$ cat src/rtl/hsvc_pkg.sv
// ----------------------------------------------------------------------------
// hsvc_pkg
// shared widths, constants and pipeline item types of the hsv to rgb converter
// ----------------------------------------------------------------------------
`default_nettype none

package hsvc_pkg;

    // field widths
    localparam int HUE_W  = 15;
    localparam int CHAN_W = 8;

    // gap within a sector, wide enough for the largest sector span
    localparam int GAP_W = 16;

    // hue geometry in degrees
    localparam int SECTOR_DEG = 60;
    localparam int CIRCLE_DEG = 360;

    // full scale of saturation, value and the channels
    localparam logic [CHAN_W-1:0] FULL_SCALE = 8'd255;

    // divisor of the middle channel once the power of two part is shifted out
    // (255 * 15, where one sector is 15 << (fraction bits + 2) hue units)
    localparam logic [31:0] MID_DIVISOR    = 32'd3825;
    localparam int          MID_RECIP_SH   = 32;
    localparam logic [31:0] MID_RECIP      = 32'((64'd1 << MID_RECIP_SH) / 64'd3825);

    // divisor of the smallest channel
    localparam logic [31:0] LO_DIVISOR     = 32'd255;
    localparam int          LO_RECIP_SH    = 24;
    localparam logic [31:0] LO_RECIP       = 32'((64'd1 << LO_RECIP_SH) / 64'd255);

    // hue sector, named by the colors at its two ends
    typedef enum logic [2:0] {
        SEC_RY = 3'd0,
        SEC_YG = 3'd1,
        SEC_GC = 3'd2,
        SEC_CB = 3'd3,
        SEC_BM = 3'd4,
        SEC_MR = 3'd5
    } sector_t;

    // item after hue reduction
    typedef struct packed {
        sector_t             sector;
        logic [GAP_W-1:0]    gap;
        logic [CHAN_W-1:0]   sat;
        logic [CHAN_W-1:0]   val;
    } sector_item_t;

    // item with the three channel levels
    typedef struct packed {
        sector_t             sector;
        logic [CHAN_W-1:0]   hi;
        logic [CHAN_W-1:0]   mid;
        logic [CHAN_W-1:0]   lo;
    } chan_item_t;

endpackage

`default_nettype wire

$ cat src/rtl/hsvc_hsv_if.sv
// ----------------------------------------------------------------------------
// hsvc_hsv_if
// valid / ready channel that carries one hsv color request
// ----------------------------------------------------------------------------
`default_nettype none

interface hsvc_hsv_if import hsvc_pkg::*; ();

    logic              valid;
    logic              ready;
    logic [HUE_W-1:0]  hue;
    logic [CHAN_W-1:0] saturation;
    logic [CHAN_W-1:0] brightness;

    modport source (output valid, output hue, output saturation, output brightness,
                    input ready);
    modport sink   (input valid, input hue, input saturation, input brightness,
                    output ready);

endinterface

`default_nettype wire

$ cat src/rtl/hsvc_rgb_if.sv
// ----------------------------------------------------------------------------
// hsvc_rgb_if
// valid / ready channel that carries one rgb color request
// ----------------------------------------------------------------------------
`default_nettype none

interface hsvc_rgb_if import hsvc_pkg::*; ();

    logic              valid;
    logic              ready;
    logic [CHAN_W-1:0] red;
    logic [CHAN_W-1:0] green;
    logic [CHAN_W-1:0] blue;

    modport source (output valid, output red, output green, output blue, input ready);
    modport sink   (input valid, input red, input green, input blue, output ready);

endinterface

`default_nettype wire

$ cat src/rtl/hsvc_sector.sv
// ----------------------------------------------------------------------------
// hsvc_sector
// three stage hue front end: wrap to one circle, find sector and gap
// ----------------------------------------------------------------------------
`default_nettype none

module hsvc_sector import hsvc_pkg::*; #(
    parameter int HUE_FRACTION_BITS = 6
) (
    input  logic                clk,
    input  logic                rst_n,
    input  logic                hsv_valid,
    output logic                hsv_ready,
    input  logic [HUE_W-1:0]    hue,
    input  logic [CHAN_W-1:0]   saturation,
    input  logic [CHAN_W-1:0]   brightness,
    output logic                item_valid,
    input  logic                item_ready,
    output sector_item_t        item
);

    localparam logic [31:0] SECTOR_SPAN  = 32'(SECTOR_DEG << HUE_FRACTION_BITS);
    localparam logic [31:0] CIRCLE_SPAN  = 32'(CIRCLE_DEG << HUE_FRACTION_BITS);
    localparam int          RECIP_SH     = 32;
    localparam logic [31:0] CIRCLE_RECIP = 32'((64'd1 << RECIP_SH) / 64'(CIRCLE_SPAN));
    localparam int          HUE_MAX      = (1 << HUE_W) - 1;
    localparam int          WRAP_W       = $clog2(HUE_MAX / int'(CIRCLE_SPAN) + 2);
    localparam int          PROD_W       = HUE_W + 32;

    // stage registers
    logic                s1_valid_reg;
    logic [HUE_W-1:0]    s1_hue_reg;
    logic [CHAN_W-1:0]   s1_sat_reg;
    logic [CHAN_W-1:0]   s1_val_reg;
    logic [WRAP_W-1:0]   s1_wrap_reg;

    logic                s2_valid_reg;
    logic [HUE_W-1:0]    s2_hue_reg;
    logic [CHAN_W-1:0]   s2_sat_reg;
    logic [CHAN_W-1:0]   s2_val_reg;

    logic                s3_valid_reg;
    sector_item_t        s3_item_reg;

    logic                en1;
    logic                en2;
    logic                en3;

    logic [PROD_W-1:0]   wrap_prod;
    logic [WRAP_W-1:0]   s1_wrap_next;
    logic [31:0]         wrap_base;
    logic [31:0]         wrap_rem;
    logic [HUE_W-1:0]    s2_hue_next;
    logic [31:0]         hue_full;
    logic [31:0]         sec_rem;
    logic                rising;
    sector_item_t        s3_item_next;

    // stall chain: a stage loads when it is empty or its successor moves
    assign en3       = !s3_valid_reg || item_ready;
    assign en2       = !s2_valid_reg || en3;
    assign en1       = !s1_valid_reg || en2;
    assign hsv_ready = en1;

    // circle count estimate by reciprocal multiply, low by at most one
    assign wrap_prod    = PROD_W'(hue) * PROD_W'(CIRCLE_RECIP);
    assign s1_wrap_next = WRAP_W'(wrap_prod >> RECIP_SH);

    // remainder with one correction step
    assign wrap_base   = 32'(s1_wrap_reg) * CIRCLE_SPAN;
    assign wrap_rem    = 32'(s1_hue_reg) - wrap_base;
    assign s2_hue_next = (wrap_rem >= CIRCLE_SPAN) ? HUE_W'(wrap_rem - CIRCLE_SPAN)
                                                   : HUE_W'(wrap_rem);

    // sector select and the gap: distance to the far edge in rising sectors, from the near edge in falling ones
    assign hue_full = 32'(s2_hue_reg);

    always_comb
    begin
        s3_item_next.sat = s2_sat_reg;
        s3_item_next.val = s2_val_reg;
        if (hue_full >= 32'd5 * SECTOR_SPAN)
        begin
            s3_item_next.sector = SEC_MR;
            sec_rem             = hue_full - 32'd5 * SECTOR_SPAN;
        end
        else if (hue_full >= 32'd4 * SECTOR_SPAN)
        begin
            s3_item_next.sector = SEC_BM;
            sec_rem             = hue_full - 32'd4 * SECTOR_SPAN;
        end
        else if (hue_full >= 32'd3 * SECTOR_SPAN)
        begin
            s3_item_next.sector = SEC_CB;
            sec_rem             = hue_full - 32'd3 * SECTOR_SPAN;
        end
        else if (hue_full >= 32'd2 * SECTOR_SPAN)
        begin
            s3_item_next.sector = SEC_GC;
            sec_rem             = hue_full - 32'd2 * SECTOR_SPAN;
        end
        else if (hue_full >= SECTOR_SPAN)
        begin
            s3_item_next.sector = SEC_YG;
            sec_rem             = hue_full - SECTOR_SPAN;
        end
        else
        begin
            s3_item_next.sector = SEC_RY;
            sec_rem             = hue_full;
        end
        rising = (s3_item_next.sector == SEC_RY) || (s3_item_next.sector == SEC_GC) ||
                 (s3_item_next.sector == SEC_BM);
        s3_item_next.gap = rising ? GAP_W'(SECTOR_SPAN - sec_rem) : GAP_W'(sec_rem);
    end

    // valid bits
    always_ff @(posedge clk or negedge rst_n)
    begin
        if (!rst_n)
        begin
            s1_valid_reg <= 1'b0;
            s2_valid_reg <= 1'b0;
            s3_valid_reg <= 1'b0;
        end
        else
        begin
            if (en1)
            begin
                s1_valid_reg <= hsv_valid;
            end
            if (en2)
            begin
                s2_valid_reg <= s1_valid_reg;
            end
            if (en3)
            begin
                s3_valid_reg <= s2_valid_reg;
            end
        end
    end

    // payload
    always_ff @(posedge clk)
    begin
        if (en1)
        begin
            s1_hue_reg  <= hue;
            s1_sat_reg  <= saturation;
            s1_val_reg  <= brightness;
            s1_wrap_reg <= s1_wrap_next;
        end
        if (en2)
        begin
            s2_hue_reg <= s2_hue_next;
            s2_sat_reg <= s1_sat_reg;
            s2_val_reg <= s1_val_reg;
        end
        if (en3)
        begin
            s3_item_reg <= s3_item_next;
        end
    end

    assign item_valid = s3_valid_reg;
    assign item       = s3_item_reg;

endmodule

`default_nettype wire

$ cat src/rtl/hsvc_channel.sv
// ----------------------------------------------------------------------------
// hsvc_channel
// four stage channel math: smallest and middle levels by exact floor division
// ----------------------------------------------------------------------------
`default_nettype none

module hsvc_channel import hsvc_pkg::*; #(
    parameter int HUE_FRACTION_BITS = 6
) (
    input  logic          clk,
    input  logic          rst_n,
    input  logic          item_valid,
    output logic          item_ready,
    input  sector_item_t  item,
    output logic          chan_valid,
    input  logic          chan_ready,
    output chan_item_t    chan
);

    // one sector is 15 << ROUND_SH hue units
    localparam int          ROUND_SH  = HUE_FRACTION_BITS + 2;
    localparam logic [32:0] ROUND_ADD = (33'd1 << ROUND_SH) - 33'd1;
    localparam int          PROD_W    = 2 * CHAN_W;
    localparam int          X_W       = PROD_W + GAP_W;
    localparam int          Z_W       = 20;
    localparam int          LO_PW     = PROD_W + 32;
    localparam int          MID_PW    = Z_W + 32;

    logic                s4_valid_reg;
    sector_t             s4_sector_reg;
    logic [GAP_W-1:0]    s4_gap_reg;
    logic [CHAN_W-1:0]   s4_val_reg;
    logic [PROD_W-1:0]   s4_vs_reg;
    logic [PROD_W-1:0]   s4_w_reg;

    logic                s5_valid_reg;
    sector_t             s5_sector_reg;
    logic [CHAN_W-1:0]   s5_val_reg;
    logic [X_W-1:0]      s5_x_reg;
    logic [PROD_W-1:0]   s5_w_reg;
    logic [CHAN_W-1:0]   s5_lo_reg;

    logic                s6_valid_reg;
    sector_t             s6_sector_reg;
    logic [CHAN_W-1:0]   s6_val_reg;
    logic [Z_W-1:0]      s6_z_reg;
    logic [CHAN_W-1:0]   s6_cq_reg;
    logic [CHAN_W-1:0]   s6_lo_reg;

    logic                s7_valid_reg;
    chan_item_t          s7_chan_reg;

    logic                en4;
    logic                en5;
    logic                en6;
    logic                en7;

    logic [PROD_W-1:0]   vs_next;
    logic [PROD_W-1:0]   w_next;
    logic [X_W-1:0]      x_next;
    logic [LO_PW-1:0]    lo_prod;
    logic [32:0]         x_up;
    logic [Z_W-1:0]      z_next;
    logic [MID_PW-1:0]   mid_prod;
    logic [PROD_W-1:0]   lo_rem;
    logic [CHAN_W-1:0]   lo_fix;
    logic [Z_W-1:0]      cq_rem;
    logic [CHAN_W-1:0]   cq_fix;
    chan_item_t          s7_chan_next;

    // stall chain
    assign en7        = !s7_valid_reg || chan_ready;
    assign en6        = !s6_valid_reg || en7;
    assign en5        = !s5_valid_reg || en6;
    assign en4        = !s4_valid_reg || en5;
    assign item_ready = en4;

    // v*s and v*(255-s)
    assign vs_next = PROD_W'(item.val) * PROD_W'(item.sat);
    assign w_next  = PROD_W'(item.val) * PROD_W'(FULL_SCALE - item.sat);

    // chroma share of the gap, and smallest level estimate
    assign x_next  = X_W'(s4_vs_reg) * X_W'(s4_gap_reg);
    assign lo_prod = LO_PW'(s4_w_reg) * LO_PW'(LO_RECIP);

    // ceiling over the power of two, then ceiling over 3825 by reciprocal
    assign x_up     = (33'(s5_x_reg) + ROUND_ADD) >> ROUND_SH;
    assign z_next   = Z_W'(x_up) + Z_W'(MID_DIVISOR - 32'd1);
    assign mid_prod = MID_PW'(z_next) * MID_PW'(MID_RECIP);

    // smallest level correction
    assign lo_rem = s5_w_reg - PROD_W'(s5_lo_reg) * PROD_W'(LO_DIVISOR);
    assign lo_fix = (lo_rem >= PROD_W'(LO_DIVISOR)) ? s5_lo_reg + 8'd1 : s5_lo_reg;

    // middle level correction, then value minus the ceiling
    assign cq_rem = s6_z_reg - Z_W'(s6_cq_reg) * Z_W'(MID_DIVISOR);
    assign cq_fix = (cq_rem >= Z_W'(MID_DIVISOR)) ? s6_cq_reg + 8'd1 : s6_cq_reg;

    always_comb
    begin
        s7_chan_next.sector = s6_sector_reg;
        s7_chan_next.hi     = s6_val_reg;
        s7_chan_next.mid    = s6_val_reg - cq_fix;
        s7_chan_next.lo     = s6_lo_reg;
    end

    // valid bits
    always_ff @(posedge clk or negedge rst_n)
    begin
        if (!rst_n)
        begin
            s4_valid_reg <= 1'b0;
            s5_valid_reg <= 1'b0;
            s6_valid_reg <= 1'b0;
            s7_valid_reg <= 1'b0;
        end
        else
        begin
            if (en4)
            begin
                s4_valid_reg <= item_valid;
            end
            if (en5)
            begin
                s5_valid_reg <= s4_valid_reg;
            end
            if (en6)
            begin
                s6_valid_reg <= s5_valid_reg;
            end
            if (en7)
            begin
                s7_valid_reg <= s6_valid_reg;
            end
        end
    end

    // payload
    always_ff @(posedge clk)
    begin
        if (en4)
        begin
            s4_sector_reg <= item.sector;
            s4_gap_reg    <= item.gap;
            s4_val_reg    <= item.val;
            s4_vs_reg     <= vs_next;
            s4_w_reg      <= w_next;
        end
        if (en5)
        begin
            s5_sector_reg <= s4_sector_reg;
            s5_val_reg    <= s4_val_reg;
            s5_x_reg      <= x_next;
            s5_w_reg      <= s4_w_reg;
            s5_lo_reg     <= CHAN_W'(lo_prod >> LO_RECIP_SH);
        end
        if (en6)
        begin
            s6_sector_reg <= s5_sector_reg;
            s6_val_reg    <= s5_val_reg;
            s6_z_reg      <= z_next;
            s6_cq_reg     <= CHAN_W'(mid_prod >> MID_RECIP_SH);
            s6_lo_reg     <= lo_fix;
        end
        if (en7)
        begin
            s7_chan_reg <= s7_chan_next;
        end
    end

    assign chan_valid = s7_valid_reg;
    assign chan       = s7_chan_reg;

endmodule

`default_nettype wire

$ cat src/rtl/hsv_to_rgb_converter.sv
// ----------------------------------------------------------------------------
// hsv_to_rgb_converter
// pipelined six-sector hsv to 8-bit rgb color conversion
// ----------------------------------------------------------------------------
// usage
//   hsv: sink channel, one color request per accepted beat (valid && ready):
//        hue in 2^-HUE_FRACTION_BITS degree, saturation and brightness 0..255
//   rgb: source channel, one red / green / blue request per hsv request,
//        in the same order
//   path: an accepted hsv request passes 3 hue stages, 4 channel stages
//        and 1 output register before rgb valid
//   throughput: one request per cycle while the receiver does not stall; every
//        stage is a register and the widest steps hold two multipliers per stage
//   hue wraps modulo a full circle; results are exact floors, no rounding
//   reset: all valid bits clear at once, the pipeline is empty and ready
//   stall: a stage holds while its successor is full and blocked; empty
//        stages keep filling, so up to 8 requests are held before hsv ready
//        drops, and none is lost or repeated
// ----------------------------------------------------------------------------
`default_nettype none

module hsv_to_rgb_converter import hsvc_pkg::*; #(
    parameter int HUE_FRACTION_BITS = 6
) (
    input  logic          clk,
    input  logic          rst_n,
    hsvc_hsv_if.sink      hsv,
    hsvc_rgb_if.source    rgb
);

    logic                item_valid;
    logic                item_ready;
    sector_item_t        item;
    logic                chan_valid;
    logic                chan_ready;
    chan_item_t          chan;

    logic                out_valid_reg;
    logic [CHAN_W-1:0]   red_reg;
    logic [CHAN_W-1:0]   green_reg;
    logic [CHAN_W-1:0]   blue_reg;
    logic [CHAN_W-1:0]   red_next;
    logic [CHAN_W-1:0]   green_next;
    logic [CHAN_W-1:0]   blue_next;
    logic                out_en;

    // hue front end
    hsvc_sector #(
        .HUE_FRACTION_BITS (HUE_FRACTION_BITS)
    ) u_sector (
        .clk        (clk),
        .rst_n      (rst_n),
        .hsv_valid  (hsv.valid),
        .hsv_ready  (hsv.ready),
        .hue        (hsv.hue),
        .saturation (hsv.saturation),
        .brightness (hsv.brightness),
        .item_valid (item_valid),
        .item_ready (item_ready),
        .item       (item)
    );

    // channel levels
    hsvc_channel #(
        .HUE_FRACTION_BITS (HUE_FRACTION_BITS)
    ) u_channel (
        .clk        (clk),
        .rst_n      (rst_n),
        .item_valid (item_valid),
        .item_ready (item_ready),
        .item       (item),
        .chan_valid (chan_valid),
        .chan_ready (chan_ready),
        .chan       (chan)
    );

    // route levels to channels by sector
    always_comb
    begin
        case (chan.sector)
            SEC_RY:
            begin
                red_next = chan.hi;  green_next = chan.mid; blue_next = chan.lo;
            end
            SEC_YG:
            begin
                red_next = chan.mid; green_next = chan.hi;  blue_next = chan.lo;
            end
            SEC_GC:
            begin
                red_next = chan.lo;  green_next = chan.hi;  blue_next = chan.mid;
            end
            SEC_CB:
            begin
                red_next = chan.lo;  green_next = chan.mid; blue_next = chan.hi;
            end
            SEC_BM:
            begin
                red_next = chan.mid; green_next = chan.lo;  blue_next = chan.hi;
            end
            default:
            begin
                red_next = chan.hi;  green_next = chan.lo;  blue_next = chan.mid;
            end
        endcase
    end

    // output register
    assign out_en     = !out_valid_reg || rgb.ready;
    assign chan_ready = out_en;

    always_ff @(posedge clk or negedge rst_n)
    begin
        if (!rst_n)
        begin
            out_valid_reg <= 1'b0;
        end
        else if (out_en)
        begin
            out_valid_reg <= chan_valid;
        end
    end

    always_ff @(posedge clk)
    begin
        if (out_en)
        begin
            red_reg   <= red_next;
            green_reg <= green_next;
            blue_reg  <= blue_next;
        end
    end

    assign rgb.valid = out_valid_reg;
    assign rgb.red   = red_reg;
    assign rgb.green = green_reg;
    assign rgb.blue  = blue_reg;

endmodule

`default_nettype wire

$ cat src/flat_wrapper.sv
// flat-port wrapper written by rule: the top's interface ports become plain ports
module hsv_to_rgb_converter_flat import hsvc_pkg::*;
#(
    parameter int HUE_FRACTION_BITS = 6
)
  (clk, rst_n, hsv_valid, hsv_hue, hsv_saturation, hsv_brightness, hsv_ready, rgb_valid, rgb_red, rgb_green, rgb_blue, rgb_ready);
  hsvc_hsv_if hsv_i ();
  hsvc_rgb_if rgb_i ();
  input  logic clk;
  input  logic rst_n;
  input wire logic [$bits(hsv_i.valid)-1:0] hsv_valid;
  input wire logic [$bits(hsv_i.hue)-1:0] hsv_hue;
  input wire logic [$bits(hsv_i.saturation)-1:0] hsv_saturation;
  input wire logic [$bits(hsv_i.brightness)-1:0] hsv_brightness;
  output wire logic [$bits(hsv_i.ready)-1:0] hsv_ready;
  output wire logic [$bits(rgb_i.valid)-1:0] rgb_valid;
  output wire logic [$bits(rgb_i.red)-1:0] rgb_red;
  output wire logic [$bits(rgb_i.green)-1:0] rgb_green;
  output wire logic [$bits(rgb_i.blue)-1:0] rgb_blue;
  input wire logic [$bits(rgb_i.ready)-1:0] rgb_ready;
  assign hsv_i.valid = hsv_valid;
  assign hsv_i.hue = hsv_hue;
  assign hsv_i.saturation = hsv_saturation;
  assign hsv_i.brightness = hsv_brightness;
  assign hsv_ready = hsv_i.ready;
  assign rgb_valid = rgb_i.valid;
  assign rgb_red = rgb_i.red;
  assign rgb_green = rgb_i.green;
  assign rgb_blue = rgb_i.blue;
  assign rgb_i.ready = rgb_ready;
  hsv_to_rgb_converter #(.HUE_FRACTION_BITS(HUE_FRACTION_BITS)) u_core (.clk(clk), .rst_n(rst_n), .hsv(hsv_i), .rgb(rgb_i));
endmodule
$ cat config.mk
export PLATFORM = sky130hd
export DESIGN_NAME = hsv_to_rgb_converter_flat
export DESIGN_NICKNAME = d
export VERILOG_FILES = /design/src/rtl/hsvc_pkg.sv /design/src/rtl/hsvc_hsv_if.sv /design/src/rtl/hsvc_rgb_if.sv /design/src/rtl/hsvc_sector.sv /design/src/rtl/hsvc_channel.sv /design/src/rtl/hsv_to_rgb_converter.sv /design/src/flat_wrapper.sv
export SDC_FILE = /design/constraint.sdc
export NUM_CORES = 2
export LEC_CHECK = 0
export ABC_AREA = 1
export BUFFER_PORTS_ARGS = -buffer_cell sky130_fd_sc_hd__buf_2
export CAP_MARGIN = 20
export CORE_ASPECT_RATIO = 0.8
export CORE_UTILIZATION = 67
export CTS_BUF_LIST = sky130_fd_sc_hd__clkbuf_4 sky130_fd_sc_hd__clkbuf_8
export DETAILED_ROUTE_END_ITERATION = 10
export HOLD_SLACK_MARGIN = 0.06
export PLACE_DENSITY = 0.83
export RECOVER_POWER = 25
export SYNTH_ARGS = -nofsm -noshare
export SYNTH_HDL_FRONTEND = slang
export SYNTH_SLANG_ARGS = --single-unit
$ cat constraint.sdc
create_clock -name clk -period 9.7 [get_ports clk]
set_clock_uncertainty 0.15 [all_clocks]
set_input_delay 0.485 -clock clk [delete_from_list [all_inputs] [get_ports clk]]
set_output_delay 0.485 -clock clk [all_outputs]
set_load 0.02 [all_outputs]
-- Word level (Yosys, flattened, before mapping)
Index checks and enable logic that the tools add are counted.
- register bits: 326
- output and inout bits: 26
- word-level logic and storage cells: 123
- add/subtract/negate cells: 16
- $mul: 9
- $lt $le $gt $ge: 8
- equal/unequal tests: 6
- muxes and demuxes: 17
- reduce and logical (&&, ||, !) cells: 26
- operators by type and width (operator ; count):
    two-way mux 16 bit ; 6
    one-hot mux 8 bit (2 select lines) ; 3
    multiplier 20 x 21 -> 40 bit (second input constant) ; 1
    multiplier 15 x 18 -> 33 bit (second input constant) ; 1
    >= comparator 32 x 15 -> 1 bit (second input constant) ; 1
    multiplier 16 x 17 -> 32 bit (second input constant) ; 1
    subtractor 15 x 14 -> 16 bit (second input constant) ; 2
    >= comparator 15 x 14 -> 1 bit (second input constant) ; 2
    adder 28 x 8 -> 28 bit (second input constant) ; 1
    multiplier 16 x 16 -> 28 bit ; 1
    adder 20 x 12 -> 20 bit (second input constant) ; 1
    >= comparator 20 x 12 -> 1 bit (second input constant) ; 1
    multiplier 8 x 12 -> 20 bit (second input constant) ; 1
    subtractor 20 bit ; 1
    subtractor 15 x 16 -> 17 bit ; 1
    adder 8 x 1 -> 8 bit (second input constant) ; 2
    >= comparator 16 x 8 -> 1 bit (second input constant) ; 1
    multiplier 8 x 8 -> 16 bit ; 1
    multiplier 8 x 8 -> 16 bit (second input constant) ; 1
    multiplier 9 x 9 -> 16 bit ; 1
    two-way mux 8 bit ; 2
    subtractor 12 x 16 -> 16 bit (first input constant) ; 1
    subtractor 15 x 12 -> 16 bit (second input constant) ; 1
    subtractor 15 x 13 -> 16 bit (second input constant) ; 1
    20 further kinds ; 47

-- Logic depth before layout (Yosys ltp)
- word-level depth: 10
- mapped depth: 42
- depth with buffers taken out: 42

-- Modules after synthesis
Synthesis repeated with hierarchy kept, for this count alone.
- cell total of the unflattened synthesis: 4473
- area total of the unflattened synthesis: 41073.1 µm²
- modules (own cells, without submodules) (module ; instances ; cells each ; area each (µm²) ; sequential area each (µm²)):
    hsvc_channel ; 1 ; 3622 ; 31649.1 ; 5985.7
    hsvc_sector ; 1 ; 706 ; 8085.3 ; 3017.9
    hsv_to_rgb_converter ; 1 ; 145 ; 1338.8 ; 745.7

-- Worst setup path after synthesis
No wires, ideal clock.
- path type: register to output
- start point: register u_core.out_valid_reg, in the netlist u_core.rgb.valid
- end point: output port hsv_ready
- arrival: 7369 ps
- data required time: 9065 ps
- setup slack: 1696 ps
- cell stages (with the launch flop): 16
- path through: dfrtp_1 > inv_1 > nor2_1 > inv_1 > nor2_1 > inv_1 > nor2_1 > inv_1 > nor2_1 > inv_1 > nor2_1 > inv_1 > nor2_1 > inv_1 > nor2_1 > nand2_1
- cells in the longest elaborated chain, start to end: 9
- ends and longest elaborated chain (element ; line ; RTL):
    start, declared ; hsv_to_rgb_converter.sv:38 ; logic out_valid_reg;
    start signal, assigned ; hsv_to_rgb_converter.sv:120 ; out_valid_reg <= chan_valid;
    logical NOT 1 bit ; hsv_to_rgb_converter.sv:109 ; assign out_en = !out_valid_reg || rgb.ready;
    logical OR 1 bit ; hsv_to_rgb_converter.sv:109 ;
    via u_core.chan_ready ; hsv_to_rgb_converter.sv:35 ; logic chan_ready;
    logical OR 1 bit ; hsvc_channel.sv:72 ; assign en7 = !s7_valid_reg || chan_ready;
    via u_core.u_channel.en7 ; hsvc_channel.sv:56 ; logic en7;
    logical OR 1 bit ; hsvc_channel.sv:73 ; assign en6 = !s6_valid_reg || en7;
    via u_core.u_channel.en6 ; hsvc_channel.sv:55 ; logic en6;
    logical OR 1 bit ; hsvc_channel.sv:74 ; assign en5 = !s5_valid_reg || en6;
    via u_core.u_channel.en5 ; hsvc_channel.sv:54 ; logic en5;
    logical OR 1 bit ; hsvc_channel.sv:75 ; assign en4 = !s4_valid_reg || en5;
    via u_core.item_ready ; hsv_to_rgb_converter.sv:32 ; logic item_ready;
    logical OR 1 bit ; hsvc_sector.sv:60 ; assign en3 = !s3_valid_reg || item_ready;
    via u_core.u_sector.en3 ; hsvc_sector.sv:47 ; logic en3;
    logical OR 1 bit ; hsvc_sector.sv:61 ; assign en2 = !s2_valid_reg || en3;
    logical OR 1 bit ; hsvc_sector.sv:62 ; assign en1 = !s1_valid_reg || en2;
    end, declared ; flat_wrapper.sv:15 ; output wire logic [$bits(hsv_i.ready)-1:0] hsv_ready;
The timed path passes the listed nets, and every way through them passes these cells.

-- Final worst setup path
- start point: register u_core.u_channel.s5_x_reg[7]
- end point: register u_core.u_channel.s6_cq_reg[7] (data pin)
- cells in the longest elaborated chain, start to end: 3
- ends and longest elaborated chain (element ; line ; RTL):
    start, declared ; hsvc_channel.sv:39 ; logic [X_W-1:0] s5_x_reg;
    start signal, assigned ; hsvc_channel.sv:153 ; s5_x_reg <= x_next;
    adder 28 x 8 -> 28 bit ; hsvc_channel.sv:87 ; assign x_up = (33'(s5_x_reg) + ROUND_ADD) >> ROUND_SH;
    adder 20 x 12 -> 20 bit ; hsvc_channel.sv:88 ; assign z_next = Z_W'(x_up) + Z_W'(MID_DIVISOR - 32'd1);
    via u_core.u_channel.z_next[4] ; hsvc_channel.sv:63 ; logic [Z_W-1:0] z_next;
    multiplier 20 x 21 -> 40 bit ; hsvc_channel.sv:89 ; assign mid_prod = MID_PW'(z_next) * MID_PW'(MID_RECIP);
    via u_core.u_channel.mid_prod[39] ; hsvc_channel.sv:64 ; logic [MID_PW-1:0] mid_prod;
    end signal, assigned ; hsvc_channel.sv:162 ; s6_cq_reg <= CHAN_W'(mid_prod >> MID_RECIP_SH);
    end, declared ; hsvc_channel.sv:47 ; logic [CHAN_W-1:0] s6_cq_reg;
The timed path passes the listed nets, and every way through them passes these cells.
A chain may end at the register's enable or synchronous reset.

==> Implementation_results.wiki <==
{| class="wikitable"
! Metric !! Value
|-
| Total Die Area || 62,100 um^2
|-
| RSZ-0062 raised after global routing || no
|-
| Area added between synthesis and finish || 6.01%
|-
| Area of the core region || 60,100 um^2
|-
| Initial antenna violation count || 1
|-
| FFs w/ async S/R, synth || 0.0245
|-
| Vias after detailed routing || 29,700
|-
| Path type of the worst setup path || reg -> reg
|-
| Yosys warning total || 0
|-
| Syn Std Cell Area || 41,000 um^2
|-
| Largest area contributor in the netlist || sky130_fd_sc_hd__fa_1
|-
| Biggest cell delay along the critical path || 590 ps
|-
| Total of hold buffers inserted after clock tree synthesis || 33
|-
| Wire length the detailed router placed on met1 || 39,800 um
|-
| Critical Path Slowest Stage Cell || sky130_fd_sc_hd__fa_1
|-
| Global-route wire length before repair || 156,000 um
|-
| Clk Latency, worst-skew pair || 670 ps
|-
| Yosys reg bits || 326
|-
| R2r setup slk || 1690 ps
|-
| Tmin final || 8010 ps
|-
| R2R Path Start || u_core.u_channel.s5_x_reg[7]
|-
| Status || complete, no violations
|-
| Hold_sp || u_core.u_sector.item[31]
|-
| Most used DFF post-synth || sky130_fd_sc_hd__edfxtp_1
|-
| DP Wirelength || 74,000 um
|-
| Master cell of the clock root buffer || sky130_fd_sc_hd__clkbuf_8
|-
| Nature of the critical path endpoint || register
|-
| Endpoint of the most critical register-to-register path || u_core.u_channel.s6_cq_reg[7]
|-
| Number of buffers on the longest clock path || 3
|-
| Initial DRT Pass Iterations || 6
|-
| Max Cap Violations || 0
|-
| Post-synth cell types || 57
|-
| Max FFs per register || 35
|-
| Vias in the first global route || 31,400
|-
| Horizontal extent of the die || 278 um
|-
| Number of synthesized flops with an enable pin || 318
|-
| Maximum level of the CTS H-tree || 2
|-
| Aggregate routed wire length || 92,900 um
|-
| Starting density of the core || 0.682
|-
| Met3 Routed Length || 7950 um
|-
| Initial DRC Count || 2,392
|-
| Worst hold-check path type || reg -> reg
|-
| Placement-stage cell area || 41,900 um^2
|-
| Fin nets || 5,691
|-
| Total setup violations reported at the end of the flow || 0
|-
| Worst hold path endpoint || u_core.u_channel.s4_gap_reg[15]
|-
| Die Ht || 223 um
|-
| Maximum fanout encountered on the critical timing path || 9
|-
| Most common cell type on the critical path || sky130_fd_sc_hd__inv_1
|-
| Number of cells on the worst hold path || 0
|-
| # clock sinks || 326
|-
| Number of clock buffers inserted by TritonCTS || 54
|-
| Detailed-routed wire length on met2 || 42,700 um
|-
| Routability-driven placement congestion ratio || 0.966
|-
| Setup TNS || 0 ps
|-
| Net count after synthesis || 5,616
|-
| Post-Syn Instances || 4,453
|-
| Filler cell count in the final layout || 4,248
|-
| Antenna-violating nets left || 0
|-
| Largest net degree at the start of global routing || 65
|-
| Input/output buffers || 60
|-
| DRC violation count after routing || 0
|-
| Most frequently used cell type in the post-synthesis netlist || sky130_fd_sc_hd__inv_1
|-
| Length in cells of the worst reg-to-reg path || 34
|-
| Share of the synthesized area in the top cell type || 0.241
|-
| Portion of the post-synthesis area used by sequential elements || 0.238
|-
| Average via count per standard cell || 5.55
|-
| Category of the worst setup path launch point || register
|-
| Post-CTS Setup Bufs || 0
|-
| Post-cts sizing count || 0
|-
| Top post-synthesis cells by count || sky130_fd_sc_hd__inv_1 (1,111), sky130_fd_sc_hd__nand2_1 (848), sky130_fd_sc_hd__ha_1 (636)
|-
| CTS tree || built
|-
| Worst Tran Pin Value || 1120 ps
|-
| Fin Hold WS || 257 ps
|-
| Worst endpoint required time || 9980 ps
|-
| Pins Over Slew Limit || 0
|-
| Top area cells in the synthesized netlist || sky130_fd_sc_hd__fa_1 (24%), sky130_fd_sc_hd__edfxtp_1 (23%), sky130_fd_sc_hd__ha_1 (19%)
|-
| Count of standard-cell rows || 80
|-
| Highest metal layer with signal wires || met4
|-
| Average cell area after synthesis || 9.20 um^2
|-
| Final count of hold timing violations || 0
|-
| Final Cycle Share || 0.826
|-
| Grt total ovfl || 0
|-
| Mean routed wirelength per cell || 17.4 um
|-
| Highest clock rate || 125 MHz
|-
| Proportion of layout cells with a drive suffix above 1 || 0.0529
|-
| Signal arrival time at the worst endpoint || 8290 ps
|-
| Count of non-filler cells in the finished layout || 5,352
|-
| Ports placed on the boundary || 61
|-
| Register clock-pin slew on the reported worst setup and hold paths || 70 ps
|-
| Global-route usage over all layers || 0.315
|-
| Number of placed instances with taps included || 5,216
|-
| Layout Cell Area excl Fill || 43,400 um^2
|-
| Worst slew slack as a fraction of its limit || 0.251
|}
[per-layer routing]
layer | vias up | GRT usage
met5 | - | 0
met1 | 14300 | 0.437
met4 | 0 | 0.0920
li1 | 14000 | -
met3 | 198 | 0.0566
met2 | 1215 | 0.508
[logic make-up after synthesis]
| kind of cell | Yosys count | synth area share |
|---|---|---|
| AO/OA/AOI/OAI | 331 | 0.0473 |
| XOR/XNOR | 146 | 0.0321 |
| adder cells (fa/ha/maj) | 1128 | 0.435 |
| buffers and inverters | 1209 | 0.111 |
| flip-flops | 326 | 0.238 |
| multiplexers | 1 | 0.000244 |
| AND/OR/NAND/NOR | 1312 | 0.136 |
[area by class of cell]
cell class | count | area, um^2 | area share
multi-input cells | 2918 | 26600 | 0.614
clock inverters | 28 | 219 | 0.00504
inverters | 1126 | 4230 | 0.0974
flip-flops and latches | 326 | 9750 | 0.225
clock buffers | 72 | 891 | 0.0205
diodes | 1 | 2.50 | 0.0000576
repair buffers | 102 | 708 | 0.0163
well taps | 779 | 975 | 0.0225
[worst max path at each step]
stage                                            start                             to  slack, ps
after floorplan                       u_core.rgb.valid                      hsv_ready       1700
after global placement    u_core.u_channel.s5_x_reg[0]  u_core.u_channel.s6_cq_reg[7]       1820
after detailed placement  u_core.u_channel.s5_x_reg[0]  u_core.u_channel.s6_cq_reg[7]       1680
after CTS                 u_core.u_channel.s5_x_reg[0]  u_core.u_channel.s6_cq_reg[7]       1670
after global routing      u_core.u_channel.s5_x_reg[7]  u_core.u_channel.s6_cq_reg[7]       1070
final                     u_core.u_channel.s5_x_reg[7]  u_core.u_channel.s6_cq_reg[7]       1690
[layout by cell type, fill, tap and decap left out, types with 12 or more instances in the layout]
cell,count
sky130_fd_sc_hd__inv_1,1108
sky130_fd_sc_hd__nand2_1,848
sky130_fd_sc_hd__ha_1,636
sky130_fd_sc_hd__fa_1,492
sky130_fd_sc_hd__edfxtp_1,318
sky130_fd_sc_hd__nor2_1,199
sky130_fd_sc_hd__a21oi_1,164
sky130_fd_sc_hd__nand3_1,107
sky130_fd_sc_hd__xor2_1,101
sky130_fd_sc_hd__o21ai_0,61
sky130_fd_sc_hd__clkbuf_8,56
sky130_fd_sc_hd__buf_2,41
sky130_fd_sc_hd__nand4_1,40
sky130_fd_sc_hd__xnor2_1,40
sky130_fd_sc_hd__dlygate4sd3_1,33
sky130_fd_sc_hd__nor3_1,29
sky130_fd_sc_hd__o211ai_1,20
sky130_fd_sc_hd__nand2_2,18
sky130_fd_sc_hd__clkbuf_1,18
sky130_fd_sc_hd__inv_2,17
sky130_fd_sc_hd__clkbuf_4,16
sky130_fd_sc_hd__nor2_2,14
sky130_fd_sc_hd__or2_2,14
sky130_fd_sc_hd__o21bai_1,13
sky130_fd_sc_hd__o221ai_1,13
sky130_fd_sc_hd__clkinv_1,12
[critical path: cells and delay by family (launching register included)]
| kind | cells | cell delay [ps] |
|---|---|---|
| buf+inv | 7 | 400 |
| compound gates | 3 | 530 |
| simple gates | 13 | 1360 |
| flops | 1 | 420 |
| xor+xnor | 2 | 990 |
| fa+ha+maj | 9 | 3910 |
[through the flow]
| stage | setup slack (ps) | utilization |
|---|---|---|
| 6_report | 1690 | 0.723 |
| 5_1_grt | 1070 | 0.723 |
| 4_1_cts | 1670 | 0.722 |
| 3_5_place_dp | 1680 | 0.698 |
| 3_3_place_gp | 1820 | 0.698 |
| 2_1_floorplan | 1700 | - |
Power is left out: the tool's default activity adds up to more than one toggle a clock period on the data nets, which glitch-free logic cannot reach.
